**src/sv/ffpa_pkg.sv**
```systemverilog
// Package for the first-fit page extent allocator: widths, codes and state types.
// Used by ffpa_alu and first_fit_page_extent_allocator_top; depends on nothing.
package ffpa_pkg;

    localparam int ADDR_W          = 52;
    localparam int PAGE_W          = 40;
    localparam int BYTES_W         = 52;
    localparam int PAGE_SHIFT      = 12;
    localparam int MAX_EXTENTS_DEF = 64;

    localparam logic [ADDR_W-1:0] MIN_BASE    = ADDR_W'(64'h1000);
    localparam logic [ADDR_W-1:0] ROUND_ADDEND = ADDR_W'(64'hfff);

    typedef enum logic [1:0] {
        ACT_ADD   = 2'd0,
        ACT_ALLOC = 2'd1,
        ACT_FREE  = 2'd2,
        ACT_NONE  = 2'd3
    } action_t;

    typedef enum logic [1:0] {
        ST_OK       = 2'd0,
        ST_NO_INIT  = 2'd1,
        ST_NO_SPACE = 2'd2,
        ST_FULL     = 2'd3
    } status_t;

    typedef enum logic [1:0] {
        ALU_ROUND,
        ALU_SUB,
        ALU_ADD
    } alu_op_t;

    typedef enum logic [3:0] {
        S_IDLE,
        S_ROUND,
        S_FIND,
        S_APPEND_A,
        S_APPEND_B,
        S_WALK_RD,
        S_WALK_CHK,
        S_TAKE,
        S_UNLINK,
        S_RESP
    } fsm_t;

endpackage

```
**src/sv/ffpa_alu.sv**
```systemverilog
// Shared 52-bit adder of the allocator: base rounding, fit compare and address sum.
// Depends on ffpa_pkg.
module ffpa_alu
(
    input  ffpa_pkg::alu_op_t                 op,
    input  logic [ffpa_pkg::ADDR_W-1:0]      x,
    input  logic [ffpa_pkg::PAGE_W-1:0]      y,
    output logic [ffpa_pkg::ADDR_W-1:0]      sum
);

    logic [ffpa_pkg::ADDR_W-1:0] a;
    logic [ffpa_pkg::ADDR_W-1:0] b;
    logic                         cin;

    // Subtraction is done as x + ~y + 1, so the top bit of the sum flags a borrow.
    always_comb
    begin
        a   = x;
        b   = {{(ffpa_pkg::ADDR_W-ffpa_pkg::PAGE_W){1'b0}}, y};
        cin = 1'b0;
        unique case (op)
            ffpa_pkg::ALU_ROUND:
            begin
                a = (x < ffpa_pkg::MIN_BASE) ? ffpa_pkg::MIN_BASE : x;
                b = ffpa_pkg::ROUND_ADDEND;
            end
            ffpa_pkg::ALU_SUB:
            begin
                b   = ~{{(ffpa_pkg::ADDR_W-ffpa_pkg::PAGE_W){1'b0}}, y};
                cin = 1'b1;
            end
            default:
            begin
                cin = 1'b0;
            end
        endcase
    end

    assign sum = a + b + {{(ffpa_pkg::ADDR_W-1){1'b0}}, cin};

endmodule

```
**config.mk**
```make
export PLATFORM = sky130hd
export DESIGN_NAME = ffpa_alu
export DESIGN_NICKNAME = d
export VERILOG_FILES = /design/src/sv/ffpa_pkg.sv /design/src/sv/ffpa_alu.sv
export SDC_FILE = /design/constraint.sdc
export NUM_CORES = 1
export LEC_CHECK = 0
export BUFFER_PORTS_ARGS = -buffer_cell sky130_fd_sc_hd__buf_2
export CAP_MARGIN = 20
export CORE_MARGIN = 2
export CORE_UTILIZATION = 39
export DETAILED_ROUTE_END_ITERATION = 10
export PLACE_DENSITY_LB_ADDON = 0.3
export SYNTH_ARGS = -nofsm -noshare
export SYNTH_HDL_FRONTEND = slang
export SYNTH_SLANG_ARGS = --single-unit
```
**constraint.sdc**
```tcl
create_clock -name vclk -period 14.1
set_clock_uncertainty 0.05 [all_clocks]
set_input_delay 2.82 -clock vclk [all_inputs]
set_output_delay 2.82 -clock vclk [all_outputs]
set_load 0.01 [all_outputs]
```
==> out/qor.txt, run 1 <==
YS warnings -> 0
Seq/Total Area, Yosys -> 0%
Clk pwr share -> 0%
Critical Path Sink Type -> output port
Gate power share -> 100.0%
CP Buf/Inv Count -> 4
RSZ-0062 raised after global routing -> no
DRC errors left -> 0
Antenna cells -> 0
# fillers -> 1029
CP Cell Sequence -> buf_2 -> nand2b_1 -> buf_8 -> inv_1 -> mux2_2 -> fa_1 -> fa_1 -> nand2b_1 -> a21oi_1 -> a2111oi_2 -> o2111ai_2 -> a31oi_2 -> o211a_1 -> o31a_1 -> or4_1 -> nand3_1 -> buf_2
Final setup viols -> 0
Post-Syn Nets -> 714
Switching share of power -> 57.9%
Data required time of the worst path -> 11230 ps
Drt wl/cell -> 15.8 µm
Crit-path slowest cell -> buf_2
CORE AREA -> 9280 µm²
Chip width -> 102 µm
Hold_ws -> 6060 ps
Initial Util -> 40.2%
PostCTS Resize Cnt -> 0
Fmax -> 93.0 MHz
Final Cycle Share -> 76.2%
Synthesized instance count -> 568
Register Area -> 0 µm²
Initial DRC Count -> 205
Max_slew headroom -> 43.0%
PortBufs -> 146
Final antenna-violating net count -> 0
Buffers inserted by post-CTS timing repair -> 0
Nets -> 800
Syn-to-layout area delta -> 16.2%
Number of global-route vias before repair -> 4220
CP Launch Type -> input port
Synthesized area per cell -> 6.58 µm²
Clock buffer count -> 0
First-pass GRT wire length -> 19600 µm
Die ar. -> 10400 µm²
Seq cells -> 0
WL final -> 12300 µm
PD cells -> 58.5 nW/µm²
Register share of total power -> 0%
Gpl congestion -> 0.940
P_int -> 0.107 mW
Grt ovf -> 0
FP Rows -> 35
Vias per Instance -> 5.63
Max incr delay on CP -> 580 ps
Slew Viols, Final -> 0
Largest net degree at the start of global routing -> 43
Switching power -> 0.147 mW
Hold Path Class -> input port to output port
Die H -> 102 µm
Layout cells sized above 1 -> 25.3%
Final hold viol count -> 0
Max Fanout on Critical Path -> 42
DR vias -> 4398
Max VDD drop -> 0.0306 mV
Dpl hpwl -> 10300 µm
Final setup TNS -> 0 ps
1st-pass router iterations -> 4
Initial antenna violation count -> 0
Worst endpoint data arrival time -> 7880 ps
Final instance area -> 4340 µm²
Total GRT Usage -> 22.7%
Delay-heaviest family, CP -> compound AO/OA/AOI/OAI gates
Worst slew pin tran -> 854 ps
CP Class -> input port to output port
Outcome -> finished clean
IO Pins -> 146
Hold-fix buffer count after cts -> 0
Syn Std Cell Area -> 3730 µm²
Placed cell area -> 4330 µm²
Unique masters post-synth -> 58
Minimum clock period -> 10750 ps
Max_cap viols -> 0
P_leak -> 2.20 nW
Area occupied by multi-input gates -> 3370 µm²
layout by cell type, fill, tap and decap left out, drive strengths merged, types with 12 or more instances in the layout:
cell,netlist,layout
nor2,25,25
nor2b,17,17
nand3,12,12
a21o,31,31
buf,5,148
nand2,58,58
a21oi,51,51
ha,50,50
inv,15,15
o21ai,57,57
xnor2,29,29
nand4,17,17
xor2,16,16
path summary, 6_finish.rpt:
| check | startpoint | end | slack [ps] | depth (start not counted) |
|---|---|---|---|---|
| setup / recovery | op[1] | sum[46] | 3350 | 17 |
| hold / removal | x[51] | sum[51] | 6060 | 4 |
logic make-up after synthesis:
kind of cell	after synthesis	share of synthesized area, %
AND/OR/NAND/NOR	178	24.1
multiplexers	12	3.25
adder cells (fa/ha/maj)	52	17.8
XOR/XNOR	45	10.6
AO/OA/AOI/OAI	202	34.5
buffers and inverters	79	9.78
tightest hold or removal path, delay by kind of cell:
family,cells,cell delay (ps)
buffers and inverters,2,240
xor gates and xnor gates,2,220
power by group through the flow:
stage | combinational, mW | sequential, mW | clock [mW]
final | 0.254 | 0 | 0
after CTS | 0.252 | 0 | 0
after detailed placement | 0.251 | 0 | 0
after global placement | 0.249 | 0 | 0
after floorplan | 0.174 | 0 | 0
after global routing | 0.279 | 0 | 0
layer usage:
metal  vias up  track usage, %  part of all wire [%]
met2       155            40.6                    47
met4         0            2.05                  0.82
met3        10            1.37                   5.2
met5         -               0                     0
li1       2224               -                     -
met1      2009            31.1                    47
layout make-up:
type	instances	area share, %
inverter	15	1.30
multi-input combinational	489	77.6
tap	129	3.72
timing repair buffer	148	17.4
per-stage QoR:
step | power (mW) | instances | utilization (%) | setup WS [ps]
floorplan | 0.174 | 568 | - | 4930
global placement | 0.249 | 780 | 46.6 | 2800
detailed placement | 0.251 | 780 | 46.6 | 2620
CTS | 0.252 | 780 | 46.6 | 2620
global route | 0.279 | 781 | 46.8 | 3020
finish | 0.254 | 781 | 46.8 | 3350
synthesized netlist by cell type, drive strengths merged (2+ instances only):
cell / n / area (µm²)
and3: 5 / 31.3
o21bai: 5 / 37.5
o2111ai: 3 / 32.5
a21oi: 51 / 255
a221oi: 2 / 17.5
a211oi: 5 / 37.5
nor3: 7 / 35.0
and4: 2 / 17.5
o211ai: 11 / 82.6
ha: 50 / 626
nand3: 12 / 60.1
nand2: 58 / 218
o21ai: 57 / 285
nor4: 11 / 68.8
inv: 15 / 56.3
xor2: 16 / 140
nor2: 25 / 96.4
clkbuf: 58 / 248
or3: 2 / 13.8
o41ai: 2 / 25.0
or2: 3 / 18.8
a311oi: 4 / 35.0
nand4: 17 / 106
buf: 5 / 50.0
a31oi: 9 / 62.6
a21boi: 2 / 15.0
fa: 2 / 40.0
mux2i: 11 / 110
o31a: 2 / 18.8
or4: 2 / 15.0
nor2b: 17 / 106
a2111oi: 2 / 23.8
a21o: 31 / 235
and2: 8 / 53.8
nand2b: 8 / 50.1
xnor2: 29 / 254
o21a: 10 / 75.1
(Power assumes the default switching activity.)
==> run 2: changes to the inputs <==
==> constraint.sdc (replaced) <==
create_clock -name vclk -period 11.1
set_clock_uncertainty 0.05 [all_clocks]
set_input_delay 2.22 -clock vclk [all_inputs]
set_output_delay 2.22 -clock vclk [all_outputs]
set_load 0.01 [all_outputs]
==> out/qor.txt, run 2 (synthesis results as in run 1) <==
Final antenna-violating net count -> 0
Antenna cells -> 0
Chip width -> 102 µm
First-pass GRT wire length -> 19300 µm
Largest net degree at the start of global routing -> 43
CP Class -> input port to output port
Grt ovf -> 0
DR vias -> 4430
Final instance area -> 4330 µm²
Minimum clock period -> 9570 ps
Fmax -> 105 MHz
Final setup viols -> 0
Dpl hpwl -> 10200 µm
Number of global-route vias before repair -> 4212
# fillers -> 995
Layout cells sized above 1 -> 25.3%
Final setup TNS -> 0 ps
Drt wl/cell -> 15.6 µm
Max VDD drop -> 0.0330 mV
Nets -> 800
Hold_ws -> 4830 ps
Initial Util -> 40.2%
Dpl ws -> 1600 ps
Hold Path Class -> input port to output port
Post-Route Utilization -> 46.7%
Syn-to-layout area delta -> 16.0%
Critical Path Sink Type -> output port
Max_cap viols -> 0
DRC errors left -> 0
Die ar. -> 10400 µm²
WL final -> 12200 µm
IO Pins -> 146
CP Launch Type -> input port
Final hold viol count -> 0
Placed cell area -> 4330 µm²
Final setup margin -> 1530 ps
CORE AREA -> 9280 µm²
PD cells -> 74.3 nW/µm²
Worst slew pin tran -> 834 ps
Max Fanout on Critical Path -> 42
Clock buffer count -> 0
Total GRT Usage -> 22.3%
P_leak -> 2.20 nW
FP Rows -> 35
Initial DRC Count -> 177
Vias per Instance -> 5.67
Cells on Worst Hold Path -> 4
Outcome -> finished clean
Initial antenna violation count -> 0
Die H -> 102 µm
1st-pass router iterations -> 5
Hold-fix buffer count after cts -> 0
Register Area -> 0 µm²
Seq cells -> 0
Data required time of the worst path -> 8830 ps
Worst endpoint data arrival time -> 7300 ps
Final Cycle Share -> 86.2%
Max_slew headroom -> 44.3%
Buffers inserted by post-CTS timing repair -> 0
Most frequent cells in the layout -> buf_2 (146), nand2_1 (58), o21ai_0 (56)
PortBufs -> 146
Most common cell after layout, fill and taps aside -> buf_2
Gpl congestion -> 0.929
PostCTS Resize Cnt -> 0
Slew Viols, Final -> 0
RSZ-0062 raised after global routing -> no
[run 2: cell count changes in the layout (fill, tap and decap cells not counted)]
cell and delta:
buf_4 +1, buf_8 -1
[run 2: path summary, 6_finish.rpt]
path / to / from
worst min-delay path: sum[51] / x[51]
worst max-delay path: sum[46] / op[1]
[run 2: report_power, final]
group | switching [mW] | internal, mW
Sequential | 0 | 0
Combinational | 0.186 | 0.136
Clock | 0 | 0
[run 2: per-stage QoR]
stage               total power, mW  std cells
floorplan                     0.222        568
global placement              0.316        781
detailed placement            0.319        781
CTS                           0.321        781
global route                  0.355        781
finish                        0.322        781
[run 2: routing by layer]
| metal | vias up | wire length, µm | global-route usage (%) |
|---|---|---|---|
| li1 | 2234 | - | - |
| met1 | 2019 | 5650 | 30.1 |
| met2 | 167 | 5740 | 40.3 |
| met3 | 10 | 701 | 1.37 |
| met4 | 0 | 118 | 2.67 |
| met5 | - | 0 | 0 |
[run 2: worst max-delay path, cell delays in order]
cell,delay [ps]
buf_2,590
nand2b_1,190
buf_4,290
inv_1,450
mux2_2,440
fa_1,410
fa_1,420
nand2b_1,180
a21oi_1,220
a2111oi_2,110
o2111ai_2,230
a31oi_2,150
o211a_1,270
o31a_1,410
or4_1,490
nand3_1,80
buf_2,130
[run 2: layout make-up]
type,instances,area [µm²],share of cell area (%)
Timing Repair Buffer,148,746,17.2
Multi-Input combinational cell,489,3370,77.8
Tap cell,129,161,3.73
Inverter,15,56.3,1.30
